## src/rtl/core/wildcard_byte_signature_scan_assert.svh

```systemverilog
// Assertion macros for the wildcard byte signature scan.
`ifndef WILDCARD_BYTE_SIGNATURE_SCAN_ASSERT_SVH
`define WILDCARD_BYTE_SIGNATURE_SCAN_ASSERT_SVH
`ifndef ASSERT_OFF
`define WBSS_ASSERT(lbl, clk, rst, prop) \
   lbl: assert property (@(posedge clk) disable iff (rst) prop) \
      else $error("wbss: assertion failed");
`define WBSS_NEVER(lbl, clk, rst, expr) \
   lbl: assert property (@(posedge clk) disable iff (rst) !(expr)) \
      else $error("wbss: illegal condition");
`else
`define WBSS_ASSERT(lbl, clk, rst, prop)
`define WBSS_NEVER(lbl, clk, rst, expr)
`endif
`endif

```

## src/rtl/core/wbss_pkg.sv

```systemverilog
// Shared types, constants and helper functions of the signature scan.
`timescale 1ns / 1ps
`default_nettype none

package wbss_pkg;

   localparam int MAX_PATTERN  = 128;
   localparam int IDX_W        = $clog2(MAX_PATTERN);
   localparam int LEN_W        = $clog2(MAX_PATTERN + 1);
   localparam int ADDR_SUM_W   = IDX_W + 2;
   localparam int CFG_W        = 8;
   localparam int CMP_W        = ((LEN_W > CFG_W) ? LEN_W : CFG_W) + 1;
   localparam int EIDX_W       = 7;
   localparam int EXT_W        = IDX_W + EIDX_W + 1;
   localparam int KIND_W       = 2;
   localparam int BYTE_W       = 8;
   localparam int WORD_W       = 32;
   localparam int COUNT_W      = 16;
   localparam int CAP_BYTES    = 4;
   localparam int CAP_W        = $clog2(CAP_BYTES);
   localparam int PAT_W        = KIND_W + BYTE_W;

   localparam logic          ACT_LOAD     = 1'b0;
   localparam logic          ACT_BYTE     = 1'b1;
   localparam logic [KIND_W-1:0] KIND_LITERAL = 2'd0;
   localparam logic [KIND_W-1:0] KIND_WILD    = 2'd1;
   localparam logic [KIND_W-1:0] KIND_MARKER  = 2'd2;

   typedef enum logic [1:0] {
      STATUS_OK         = 2'd0,
      STATUS_NOT_FOUND  = 2'd1,
      STATUS_NOT_UNIQUE = 2'd2,
      STATUS_NO_MARKER  = 2'd3
   } status_type;

   typedef enum logic [2:0] {
      S_IDLE,
      S_CMP,
      S_CMP_DRAIN,
      S_EVAL,
      S_CAP,
      S_CAP_DRAIN,
      S_FINISH
   } state_type;

   typedef struct packed {
      logic cfg_write;
      logic load_elem;
      logic take_byte;
      logic cmp_issue;
      logic eval;
      logic cap_issue;
      logic emit;
   } dp_cmd_type;

   typedef struct packed {
      logic window_full;
      logic cmp_last;
      logic hit;
      logic first_hit;
      logic marker_found;
      logic cap_last;
      logic last;
   } dp_status_type;

   // Step a circular address by one.
   function automatic logic [IDX_W-1:0] wrap_inc(input logic [IDX_W-1:0] a);
      logic [IDX_W-1:0] r;
      if (a == IDX_W'(MAX_PATTERN - 1)) begin
         r = '0;
      end else begin
         r = a + 1'b1;
      end
      return r;
   endfunction

   // Fold a sum known to stay below twice the depth back into range.
   function automatic logic [IDX_W-1:0] wrap_mod(input logic [ADDR_SUM_W-1:0] s);
      logic [IDX_W-1:0] r;
      if (s >= ADDR_SUM_W'(MAX_PATTERN)) begin
         r = IDX_W'(s - ADDR_SUM_W'(MAX_PATTERN));
      end else begin
         r = IDX_W'(s);
      end
      return r;
   endfunction

endpackage

`default_nettype wire

```

## src/rtl/core/wbss_ram.sv

```systemverilog
// Generic single-write, single-read RAM with registered read data.
`timescale 1ns / 1ps
`default_nettype none

module wbss_ram #(
   parameter int WIDTH = 8,
   parameter int DEPTH = 128
) (
   input  wire logic                     clock,
   input  wire logic                     wr_en,
   input  wire logic [$clog2(DEPTH)-1:0] wr_addr,
   input  wire logic [WIDTH-1:0]         wr_data,
   input  wire logic [$clog2(DEPTH)-1:0] rd_addr,
   output logic      [WIDTH-1:0]         rd_data
);

   logic [WIDTH-1:0] mem [DEPTH];

   always_ff @(posedge clock) begin
      if (wr_en) begin
         mem[wr_addr] <= wr_data;
      end
      rd_data <= mem[rd_addr];
   end

endmodule

`default_nettype wire

```

## src/rtl/core/wbss_ctrl.sv

```systemverilog
// Sequencer of the signature scan: steps each word through compare and capture.
`timescale 1ns / 1ps
`default_nettype none
`include "wildcard_byte_signature_scan_assert.svh"

module wbss_ctrl (
   input  wire logic                    clock,
   input  wire logic                    reset,
   input  wire logic                    req_valid,
   input  wire logic                    req_action,
   output logic                         req_stall,
   output logic                         rsp_valid,
   input  wire logic                    rsp_stall,
   input  wire logic                    csr_valid,
   output logic                         csr_ready,
   input  wire wbss_pkg::dp_status_type status,
   output wbss_pkg::dp_cmd_type         cmd
);
   import wbss_pkg::*;

   state_type state_ff, state_in;
   logic      rsp_valid_ff, rsp_valid_in;

   always_ff @(posedge clock) begin
      if (reset) begin
         state_ff     <= S_IDLE;
         rsp_valid_ff <= 1'b0;
      end else begin
         state_ff     <= state_in;
         rsp_valid_ff <= rsp_valid_in;
      end
   end

   always_comb begin
      state_in = state_ff;
      cmd      = '0;
      cmd.cfg_write = csr_valid && (state_ff == S_IDLE);
      case (state_ff)
         S_IDLE: begin
            if (req_valid) begin
               if (req_action == ACT_LOAD) begin
                  cmd.load_elem = 1'b1;
               end else begin
                  cmd.take_byte = 1'b1;
                  state_in = status.window_full ? S_CMP : S_FINISH;
               end
            end
         end
         S_CMP: begin
            cmd.cmp_issue = 1'b1;
            if (status.cmp_last) begin
               state_in = S_CMP_DRAIN;
            end
         end
         S_CMP_DRAIN: begin
            state_in = S_EVAL;
         end
         S_EVAL: begin
            cmd.eval = 1'b1;
            if (status.hit && status.first_hit && status.marker_found) begin
               state_in = S_CAP;
            end else begin
               state_in = S_FINISH;
            end
         end
         S_CAP: begin
            cmd.cap_issue = 1'b1;
            if (status.cap_last) begin
               state_in = S_CAP_DRAIN;
            end
         end
         S_CAP_DRAIN: begin
            state_in = S_FINISH;
         end
         S_FINISH: begin
            // A final word waits here until the output register is free.
            if (!status.last) begin
               state_in = S_IDLE;
            end else if (!rsp_valid_ff || !rsp_stall) begin
               cmd.emit = 1'b1;
               state_in = S_IDLE;
            end
         end
         default: begin
            state_in = S_IDLE;
         end
      endcase
   end

   always_comb begin
      if (cmd.emit) begin
         rsp_valid_in = 1'b1;
      end else if (rsp_stall) begin
         rsp_valid_in = rsp_valid_ff;
      end else begin
         rsp_valid_in = 1'b0;
      end
   end

   assign req_stall = (state_ff != S_IDLE);
   assign csr_ready = (state_ff == S_IDLE);
   assign rsp_valid = rsp_valid_ff;

   `WBSS_ASSERT(a_eval_after_drain, clock, reset, state_ff == S_EVAL |-> $past(state_ff) == S_CMP_DRAIN)
   `WBSS_ASSERT(a_rsp_rise_on_emit, clock, reset, $rose(rsp_valid_ff) |-> $past(cmd.emit))

endmodule

`default_nettype wire

```

## src/rtl/core/wbss_datapath.sv

```systemverilog
// Pattern and window stores, serial window compare, capture and result registers.
`timescale 1ns / 1ps
`default_nettype none
`include "wildcard_byte_signature_scan_assert.svh"

module wbss_datapath (
   input  wire logic                         clock,
   input  wire logic                         reset,
   input  wire wbss_pkg::dp_cmd_type         cmd,
   output wbss_pkg::dp_status_type           status,
   input  wire logic [wbss_pkg::EIDX_W-1:0]  req_element_index,
   input  wire logic [wbss_pkg::KIND_W-1:0]  req_element_kind,
   input  wire logic [wbss_pkg::BYTE_W-1:0]  req_byte_value,
   input  wire logic                         req_region_last,
   input  wire logic [wbss_pkg::CFG_W-1:0]   csr_data,
   output logic      [1:0]                   rsp_status,
   output logic      [wbss_pkg::WORD_W-1:0]  rsp_captured_word,
   output logic      [wbss_pkg::COUNT_W-1:0] rsp_match_total
);
   import wbss_pkg::*;

   // Control and scan state.
   logic [CFG_W-1:0]   plen_ff, plen_in;
   logic [IDX_W-1:0]   wptr_ff, wptr_in;
   logic [LEN_W-1:0]   seen_ff, seen_in;
   logic [LEN_W-1:0]   len_ff, len_in;
   logic               last_ff, last_in;
   logic [IDX_W-1:0]   j_ff, j_in;
   logic               chk_valid_ff, chk_valid_in;
   logic [IDX_W-1:0]   chk_j_ff, chk_j_in;
   logic               mismatch_ff, mismatch_in;
   logic               mfound_ff, mfound_in;
   logic [IDX_W-1:0]   midx_ff, midx_in;
   logic [COUNT_W-1:0] count_ff, count_in;
   logic               marker_ff, marker_in;
   logic [CAP_W-1:0]   pend_ff, pend_in;
   logic [CAP_W-1:0]   o_ff, o_in;
   logic               cap_chk_ff, cap_chk_in;
   logic [CAP_W-1:0]   cap_o_ff, cap_o_in;

   // Payload registers.
   logic [IDX_W-1:0]   rd_addr_ff, rd_addr_in;
   logic [IDX_W-1:0]   base_ff, base_in;
   logic [WORD_W-1:0]  cap_word_ff, cap_word_in;
   status_type         rsp_status_ff, rsp_status_in;
   logic [WORD_W-1:0]  rsp_word_ff, rsp_word_in;
   logic [COUNT_W-1:0] rsp_total_ff, rsp_total_in;

   logic [EXT_W-1:0]      idx_ext;
   logic                  idx_in_range;
   logic [PAT_W-1:0]      pat_rdata;
   logic [BYTE_W-1:0]     win_rdata;
   logic [LEN_W-1:0]      len_eff;
   logic [LEN_W-1:0]      seen_next;
   logic [IDX_W-1:0]      base_now;
   logic [IDX_W-1:0]      cap_start;
   logic [LEN_W:0]        pend_sum;
   logic [CAP_W-1:0]      pend_calc;
   logic [CAP_W-1:0]      pend_slot;
   logic                  cap_in_range;
   logic [KIND_W-1:0]     chk_kind;
   logic [BYTE_W-1:0]     chk_byte;

   assign idx_ext      = EXT_W'(req_element_index);
   assign idx_in_range = idx_ext < EXT_W'(MAX_PATTERN);

   wbss_ram #(
      .WIDTH (PAT_W),
      .DEPTH (MAX_PATTERN)
   ) u_pattern_ram (
      .clock   (clock),
      .wr_en   (cmd.load_elem && idx_in_range),
      .wr_addr (idx_ext[IDX_W-1:0]),
      .wr_data ({req_element_kind, req_byte_value}),
      .rd_addr (j_ff),
      .rd_data (pat_rdata)
   );

   wbss_ram #(
      .WIDTH (BYTE_W),
      .DEPTH (MAX_PATTERN)
   ) u_window_ram (
      .clock   (clock),
      .wr_en   (cmd.take_byte),
      .wr_addr (wptr_ff),
      .wr_data (req_byte_value),
      .rd_addr (rd_addr_ff),
      .rd_data (win_rdata)
   );

   always_comb begin
      if (plen_ff == '0) begin
         len_eff = LEN_W'(1);
      end else if (CMP_W'(plen_ff) > CMP_W'(MAX_PATTERN)) begin
         len_eff = LEN_W'(MAX_PATTERN);
      end else begin
         len_eff = LEN_W'(plen_ff);
      end
   end

   assign seen_next = (seen_ff == LEN_W'(MAX_PATTERN)) ? seen_ff : seen_ff + 1'b1;

   // The oldest byte of the window sits len-1 places behind the newest one.
   assign base_now = wrap_mod(ADDR_SUM_W'(wptr_ff) + ADDR_SUM_W'(MAX_PATTERN)
                              + ADDR_SUM_W'(1) - ADDR_SUM_W'(len_eff));

   assign cap_start = wrap_mod(ADDR_SUM_W'(base_ff) + ADDR_SUM_W'(midx_ff));
   assign pend_sum  = (LEN_W + 1)'(midx_ff) + (LEN_W + 1)'(CAP_BYTES);
   assign pend_calc = (pend_sum > (LEN_W + 1)'(len_ff))
                      ? CAP_W'(pend_sum - (LEN_W + 1)'(len_ff)) : '0;
   assign pend_slot = CAP_W'((CAP_W + 1)'(CAP_BYTES) - (CAP_W + 1)'(pend_ff));
   assign cap_in_range = ((LEN_W + 1)'(midx_ff) + (LEN_W + 1)'(cap_o_ff))
                         < (LEN_W + 1)'(len_ff);
   assign chk_kind = pat_rdata[PAT_W-1:BYTE_W];
   assign chk_byte = pat_rdata[BYTE_W-1:0];

   always_comb begin
      plen_in       = plen_ff;
      wptr_in       = wptr_ff;
      seen_in       = seen_ff;
      len_in        = len_ff;
      last_in       = last_ff;
      j_in          = j_ff;
      mismatch_in   = mismatch_ff;
      mfound_in     = mfound_ff;
      midx_in       = midx_ff;
      count_in      = count_ff;
      marker_in     = marker_ff;
      pend_in       = pend_ff;
      o_in          = o_ff;
      rd_addr_in    = rd_addr_ff;
      base_in       = base_ff;
      cap_word_in   = cap_word_ff;
      rsp_status_in = rsp_status_ff;
      rsp_word_in   = rsp_word_ff;
      rsp_total_in  = rsp_total_ff;
      chk_valid_in  = cmd.cmp_issue;
      chk_j_in      = j_ff;
      cap_chk_in    = cmd.cap_issue;
      cap_o_in      = o_ff;

      if (cmd.cfg_write) begin
         plen_in = csr_data;
      end

      if (cmd.take_byte) begin
         // Bytes of the captured word that lay past the window come in here.
         if (pend_ff != '0) begin
            cap_word_in[{pend_slot, 3'b000} +: BYTE_W] = req_byte_value;
            pend_in = pend_ff - 1'b1;
         end
         wptr_in     = wrap_inc(wptr_ff);
         seen_in     = seen_next;
         len_in      = len_eff;
         last_in     = req_region_last;
         base_in     = base_now;
         rd_addr_in  = base_now;
         j_in        = '0;
         mismatch_in = 1'b0;
         mfound_in   = 1'b0;
         midx_in     = '0;
      end

      if (cmd.cmp_issue) begin
         j_in       = j_ff + 1'b1;
         rd_addr_in = wrap_inc(rd_addr_ff);
      end

      if (chk_valid_ff) begin
         if (chk_kind == KIND_LITERAL && chk_byte != win_rdata) begin
            mismatch_in = 1'b1;
         end
         if (chk_kind == KIND_MARKER && !mfound_ff) begin
            mfound_in = 1'b1;
            midx_in   = chk_j_ff;
         end
      end

      if (cmd.eval && !mismatch_ff) begin
         if (count_ff == '0) begin
            marker_in   = mfound_ff;
            cap_word_in = '0;
            pend_in     = mfound_ff ? pend_calc : '0;
            rd_addr_in  = cap_start;
            o_in        = '0;
         end
         if (count_ff != '1) begin
            count_in = count_ff + 1'b1;
         end
      end

      if (cmd.cap_issue) begin
         o_in       = o_ff + 1'b1;
         rd_addr_in = wrap_inc(rd_addr_ff);
      end

      if (cap_chk_ff && cap_in_range) begin
         cap_word_in[{cap_o_ff, 3'b000} +: BYTE_W] = win_rdata;
      end

      if (cmd.emit) begin
         if (count_ff == '0) begin
            rsp_status_in = STATUS_NOT_FOUND;
            rsp_word_in   = '0;
         end else if (count_ff != COUNT_W'(1)) begin
            rsp_status_in = STATUS_NOT_UNIQUE;
            rsp_word_in   = '0;
         end else if (!marker_ff) begin
            rsp_status_in = STATUS_NO_MARKER;
            rsp_word_in   = '0;
         end else begin
            rsp_status_in = STATUS_OK;
            rsp_word_in   = cap_word_ff;
         end
         rsp_total_in = count_ff;
         seen_in      = '0;
         count_in     = '0;
         marker_in    = 1'b0;
         pend_in      = '0;
         cap_word_in  = '0;
      end
   end

   always_ff @(posedge clock) begin
      if (reset) begin
         plen_ff      <= CFG_W'(1);
         wptr_ff      <= '0;
         seen_ff      <= '0;
         len_ff       <= LEN_W'(1);
         last_ff      <= 1'b0;
         j_ff         <= '0;
         chk_valid_ff <= 1'b0;
         chk_j_ff     <= '0;
         mismatch_ff  <= 1'b0;
         mfound_ff    <= 1'b0;
         midx_ff      <= '0;
         count_ff     <= '0;
         marker_ff    <= 1'b0;
         pend_ff      <= '0;
         o_ff         <= '0;
         cap_chk_ff   <= 1'b0;
         cap_o_ff     <= '0;
         cap_word_ff  <= '0;
      end else begin
         plen_ff      <= plen_in;
         wptr_ff      <= wptr_in;
         seen_ff      <= seen_in;
         len_ff       <= len_in;
         last_ff      <= last_in;
         j_ff         <= j_in;
         chk_valid_ff <= chk_valid_in;
         chk_j_ff     <= chk_j_in;
         mismatch_ff  <= mismatch_in;
         mfound_ff    <= mfound_in;
         midx_ff      <= midx_in;
         count_ff     <= count_in;
         marker_ff    <= marker_in;
         pend_ff      <= pend_in;
         o_ff         <= o_in;
         cap_chk_ff   <= cap_chk_in;
         cap_o_ff     <= cap_o_in;
         cap_word_ff  <= cap_word_in;
      end
   end

   always_ff @(posedge clock) begin
      rd_addr_ff    <= rd_addr_in;
      base_ff       <= base_in;
      rsp_status_ff <= rsp_status_in;
      rsp_word_ff   <= rsp_word_in;
      rsp_total_ff  <= rsp_total_in;
   end

   always_comb begin
      status.window_full  = seen_next >= len_eff;
      status.cmp_last     = LEN_W'(j_ff) == (len_ff - 1'b1);
      status.hit          = !mismatch_ff;
      status.first_hit    = count_ff == '0;
      status.marker_found = mfound_ff;
      status.cap_last     = o_ff == CAP_W'(CAP_BYTES - 1);
      status.last         = last_ff;
   end

   assign rsp_status        = rsp_status_ff;
   assign rsp_captured_word = rsp_word_ff;
   assign rsp_match_total   = rsp_total_ff;

   `WBSS_ASSERT(a_cmp_index_in_len, clock, reset, cmd.cmp_issue |-> LEN_W'(j_ff) < len_ff)
   `WBSS_NEVER(a_cmp_cap_overlap, clock, reset, chk_valid_ff && cap_chk_ff)

endmodule

`default_nettype wire

```

## src/rtl/core/wildcard_byte_signature_scan.sv

```systemverilog
// Top level of the wildcard byte signature scan: controller plus datapath.
//
//   Channel  Dir  Handshake          Word
//   req_     in   valid / stall      pattern element load or one region byte
//   rsp_     out  valid / stall      status, captured word, match total
//   csr_     in   valid / ready      pattern_length
//
// A pattern load is taken while idle. Once a full window of len bytes has been
// seen, a region byte runs compare, drain and evaluate, else goes to finish;
// the first matching window with a marker then reads the captured word.
// The window compare walks one pattern element per cycle through the pattern
// and window RAM read ports. Reset clears all scan state; pattern_length
// resets to 1 and the pattern store is undefined until loaded. A final byte
// waits in the controller while an earlier result is still stalled.
`timescale 1ns / 1ps
`default_nettype none

module wildcard_byte_signature_scan (
   input  wire logic                         clock,
   input  wire logic                         reset,
   input  wire logic                         req_valid,
   output logic                              req_stall,
   input  wire logic                         req_action,
   input  wire logic [wbss_pkg::EIDX_W-1:0]  req_element_index,
   input  wire logic [wbss_pkg::KIND_W-1:0]  req_element_kind,
   input  wire logic [wbss_pkg::BYTE_W-1:0]  req_byte_value,
   input  wire logic                         req_region_last,
   output logic                              rsp_valid,
   input  wire logic                         rsp_stall,
   output logic      [1:0]                   rsp_status,
   output logic      [wbss_pkg::WORD_W-1:0]  rsp_captured_word,
   output logic      [wbss_pkg::COUNT_W-1:0] rsp_match_total,
   input  wire logic                         csr_valid,
   output logic                              csr_ready,
   input  wire logic [wbss_pkg::CFG_W-1:0]   csr_data
);
   import wbss_pkg::*;

   dp_cmd_type    cmd;
   dp_status_type status;

   wbss_ctrl u_ctrl (
      .clock      (clock),
      .reset      (reset),
      .req_valid  (req_valid),
      .req_action (req_action),
      .req_stall  (req_stall),
      .rsp_valid  (rsp_valid),
      .rsp_stall  (rsp_stall),
      .csr_valid  (csr_valid),
      .csr_ready  (csr_ready),
      .status     (status),
      .cmd        (cmd)
   );

   wbss_datapath u_datapath (
      .clock             (clock),
      .reset             (reset),
      .cmd               (cmd),
      .status            (status),
      .req_element_index (req_element_index),
      .req_element_kind  (req_element_kind),
      .req_byte_value    (req_byte_value),
      .req_region_last   (req_region_last),
      .csr_data          (csr_data),
      .rsp_status        (rsp_status),
      .rsp_captured_word (rsp_captured_word),
      .rsp_match_total   (rsp_match_total)
   );

endmodule

`default_nettype wire
```

## config.mk

```make
export PLATFORM = sky130hd
export DESIGN_NAME = wildcard_byte_signature_scan
export DESIGN_NICKNAME = d
export VERILOG_FILES = /design/src/rtl/core/wbss_pkg.sv /design/src/rtl/core/wbss_ram.sv /design/src/rtl/core/wbss_ctrl.sv /design/src/rtl/core/wbss_datapath.sv /design/src/rtl/core/wildcard_byte_signature_scan.sv
export VERILOG_INCLUDE_DIRS = /design/src /design/src/rtl/core
export SDC_FILE = /design/constraint.sdc
export NUM_CORES = 2
export LEC_CHECK = 0
export BUFFER_PORTS_ARGS = -buffer_cell sky130_fd_sc_hd__buf_2
export CAP_MARGIN = 5
export CORE_MARGIN = 3
export CORE_UTILIZATION = 40
export CTS_CLUSTER_SIZE = 24
export DETAILED_ROUTE_END_ITERATION = 10
export SYNTH_ARGS = -nofsm -noshare
export SYNTH_HDL_FRONTEND = slang
export SYNTH_HIERARCHICAL = 1
export SYNTH_SLANG_ARGS = --single-unit
```

## constraint.sdc

```tcl
create_clock -name clock -period 2.9 [get_ports clock]
set_input_delay 0.29 -clock clock [delete_from_list [all_inputs] [get_ports clock]]
set_output_delay 0.29 -clock clock [all_outputs]
set_load 0.02 [all_outputs]
```

==> impl_metrics.json <==
{
  "status": "complete, but fails checks",
  "violations": "negative setup slack",
  "grt_pass1_vias": 49100,
  "yosysWarnings": 6,
  "crit_path_start_kind": "flop",
  "sequentialPowerShare": 0.458,
  "p_sw_uw": 22500,
  "clock_path_buffers": 3,
  "drive_above_1_share": 0.332,
  "path_cells": "buf_12 -> buf_12 -> buf_12 -> mux4_2 -> mux4_2 -> mux4_2 -> mux2_2",
  "avgSynthCellArea_um2": 21.2,
  "path_max_fanout": 11,
  "finalHoldViolations": 0,
  "syn_nets": 4758,
  "p_int_uw": 66000,
  "yosys.area.top_type": "edfxtp_1",
  "p_comb_frac": 0.196,
  "antenna_found_initial": 15,
  "coreArea_mm2": 0.244,
  "dp_hpwl_um": 154000,
  "synth_common_cells": "edfxtp_1, mux4_2, nor2_1, clkbuf_1, dfxtp_1",
  "yosysTopAreaCellShare": 0.718,
  "dr.pass1.iters": 5,
  "h-tree-depth": 4,
  "fin_nets": 5453,
  "die_h_um": 503,
  "netlist_top_cells_area": "edfxtp_1, mux4_2, dfxtp_1",
  "end_kind": "flop",
  "cts_sinks": 2502,
  "setup_tns_ns": -0.480,
  "drt_iter0_markers": 5172,
  "ys_ff_latch": 2502,
  "timing.final.crit_period_ns": 2.97,
  "clk-insertion-delay-late_ns": 0.86,
  "fmax_ghz": 0.337,
  "switching_share": 0.254,
  "slowest_stage": "mux4_2",
  "rows": 181,
  "clk_pin_slew_ns": 0.06,
  "final_cell_count_no_fill": 8771,
  "cts_inserted_buffers": 237,
  "synth-edff-count": 2361,
  "finClkSkew_ns": 0.0304,
  "rsz0062_at_grt": "true",
  "vias": 48800,
  "die_w_um": 503,
  "synthArstFlopShare": 0,
  "synth_cells": 4657,
  "hold_class": "in2reg",
  "die-area_mm2": 0.253,
  "hold_end": "u_datapath/u_pattern_ram/mem[87][9]",
  "fin_crit_sh": 1.02,
  "regToRegEndpoint": "u_datapath/u_pattern_ram/rd_data[7]",
  "seq_area_frac_synth": 0.746,
  "layout_setup_ws_ns": -0.0668,
  "worst_pin_slew_ns": 0.982,
  "root_buffer": "clkbuf_16",
  "cts_tree": "done",
  "leakage_uw": 0.0365,
  "p_clk_frac": 0.346,
  "dp.cells": 8246,
  "setup-violations-final": 15,
  "critPathRequiredTime_ns": 3.66,
  "criticalPathCategory": "reg2reg",
  "start_util": 0.404,
  "routabilityCongestion": 0.832,
  "r2r_cells": 7,
  "maxCapViolCount": 0,
  "worst_slew_margin_rel": 0.341,
  "overflow": 0,
  "via_per_inst": 5.57,
  "crit_path_max_incr_delay_ns": 0.57,
  "fillers": 19900,
  "grt_pass1_wl_um": 348000,
  "maxSlewViolCount": 0,
  "min_from": "req_element_index[1]",
  "pin_count": 85,
  "drc_errors": 0,
  "yosysMostFrequentCell": "edfxtp_1",
  "numPortBuffers": 84,
  "grt_start_max_net_pins": 129,
  "synth_cell_types": 70,
  "drt-total-wl_um": 240000,
  "r2r_slack_ns": -0.07,
  "hold_depth": 4,
  "path_buf_inv": 3,
  "crit_arrival_ns": 3.72,
  "cp_top_family": "multiplexers",
  "synthFlopType": "edfxtp_1",
  "ant_nets": 0,
  "wl_per_cell_um": 27.4,
  "peakVddDrop_mv": 0.716,
  "reg2reg_from": "u_datapath/chk_j_in[0]",
  "powerDensity_mw_per_mm2": 759,
  "grtUsageTotal": 0.189,
  "area_growth_pct": 18.1,
  "synth_area_mm2": 0.0988
}
-- state kept, by name (all words and copies together), names as in the netlist, 8 cells and up --
register and cells:
u_datapath/u_pattern_ram/mem 1280, u_datapath/u_window_ram/mem 1024, u_datapath/cap_word_ff 32, u_datapath/rsp_captured_word 32, u_datapath/count_ff 16, u_datapath/rsp_match_total 16
u_datapath/u_pattern_ram/rd_data 10, u_datapath/len_ff 8, u_datapath/plen_ff 8, u_datapath/seen_ff 8, u_datapath/u_window_ram/rd_data 8
-- cells by family (layout without fill, tap and decap cells) --
| family | after synthesis | in the layout | share of synthesized area |
|---|---|---|---|
| DFF | 2502 | 2502 | 0.746 |
| buffers and inverters | 283 | 1188 | 0.0122 |
| adders and majority gates | 69 | 69 | 0.00904 |
| AOI/OAI and AO/OA | 157 | 157 | 0.0114 |
| xor gates and xnor gates | 68 | 68 | 0.00603 |
| and+or+nand+nor | 750 | 750 | 0.0351 |
| muxes | 828 | 828 | 0.180 |
| other | 0 | 7 | 0 |
-- cells in the final DEF (no fill, tap or decap), types with 53 or more instances in the layout --
cell type,count
mux4_2,756
edfxtp_1,2361
mux2i_1,53
ha_1,65
dfxtp_1,130
buf_2,74
nand2_1,128
buf_12,96
clkbuf_16,252
buf_4,441
nor2_1,317
nand3_1,73
-- worst max-delay path by stage --
| stage | slack, ns | startpoint | cells after the start | to |
|---|---|---|---|---|
| 6_report | -0.07 | u_datapath/chk_j_in[0] | 7 | u_datapath/u_pattern_ram/rd_data[7] |
| 5_1_grt | -0.11 | u_datapath/chk_j_in[0] | 7 | u_datapath/u_pattern_ram/rd_data[0] |
| 3_5_place_dp | -0.16 | u_datapath/midx_ff[0] | 9 | u_datapath/cap_word_ff[16] |
| 4_1_cts | -0.09 | u_datapath/chk_j_in[0] | 7 | u_datapath/u_pattern_ram/rd_data[4] |
| 3_3_place_gp | -0.15 | u_datapath/midx_ff[0] | 9 | u_datapath/cap_word_ff[11] |
| 2_1_floorplan | -0.11 | u_ctrl/state_ff[0] | 9 | u_datapath/u_window_ram/mem[30][0] |
-- layout make-up --
type | instances | area [µm²] | area share
multi-input combinational | 1872 | 24100 | 0.206
antenna | 7 | 17.5 | 0.000150
clock inverter | 147 | 1400 | 0.0120
tap | 3202 | 4010 | 0.0343
clock buffer | 302 | 6360 | 0.0545
timing repair buffer | 697 | 6890 | 0.0590
sequential | 2502 | 73800 | 0.632
inverter | 42 | 158 | 0.00135
-- through the flow --
step	hold WS, ns	setup slack (ns)	utilization	instance area (µm²)	total power [µW]
6_report	0.125	-0.0668	0.477	117000	88500
5_1_grt	0.114	-0.112	0.477	117000	91700
4_1_cts	0.0437	-0.0860	0.475	116000	88800
3_5_place_dp	0.450	-0.160	0.441	108000	57700
3_3_place_gp	0.436	-0.152	0.441	108000	57600
2_1_floorplan	0.359	-0.108	-	98800	51000
-- layer usage --
layer  part of all wire  GRT usage  vias to the layer above
li1                   -          -                    20700
met1               0.42      0.269                    26100
met2               0.48      0.296                     1679
met3              0.076     0.0432                      304
met4              0.022     0.0465                        6
met5            0.00014          0                        -
-- worst reg2reg max path, stage by stage, from the launching register on --
cell and delay [ns]:
dfxtp_4 0.37, buf_12 0.15, buf_12 0.18, buf_12 0.18
mux4_2 0.58, mux4_2 0.56, mux4_2 0.56, mux2_2 0.29
-- power groups by stage --
stage	registers, µW	clock network, µW	logic, µW
global route	40500	32800	18300
detailed placement	41300	0	16400
global placement	41300	0	16300
floorplan	40800	0	10200
CTS	40500	31300	16900
finish	40500	30600	17300
-- what timing repair did --
| action | 4_1_cts | 5_1_grt |
|---|---|---|
| hold buffers | 37 | 0 |
| pin swaps | 1 | 13 |
| hold endpoints to repair | 601 | 0 |
| gates cloned | 3 | 11 |
| buffers inserted | 5 | 14 |
| resized for setup | 24 | 45 |
| setup endpoints to repair | 51 | 59 |
Note: power is estimated with default switching activity, not from simulation.
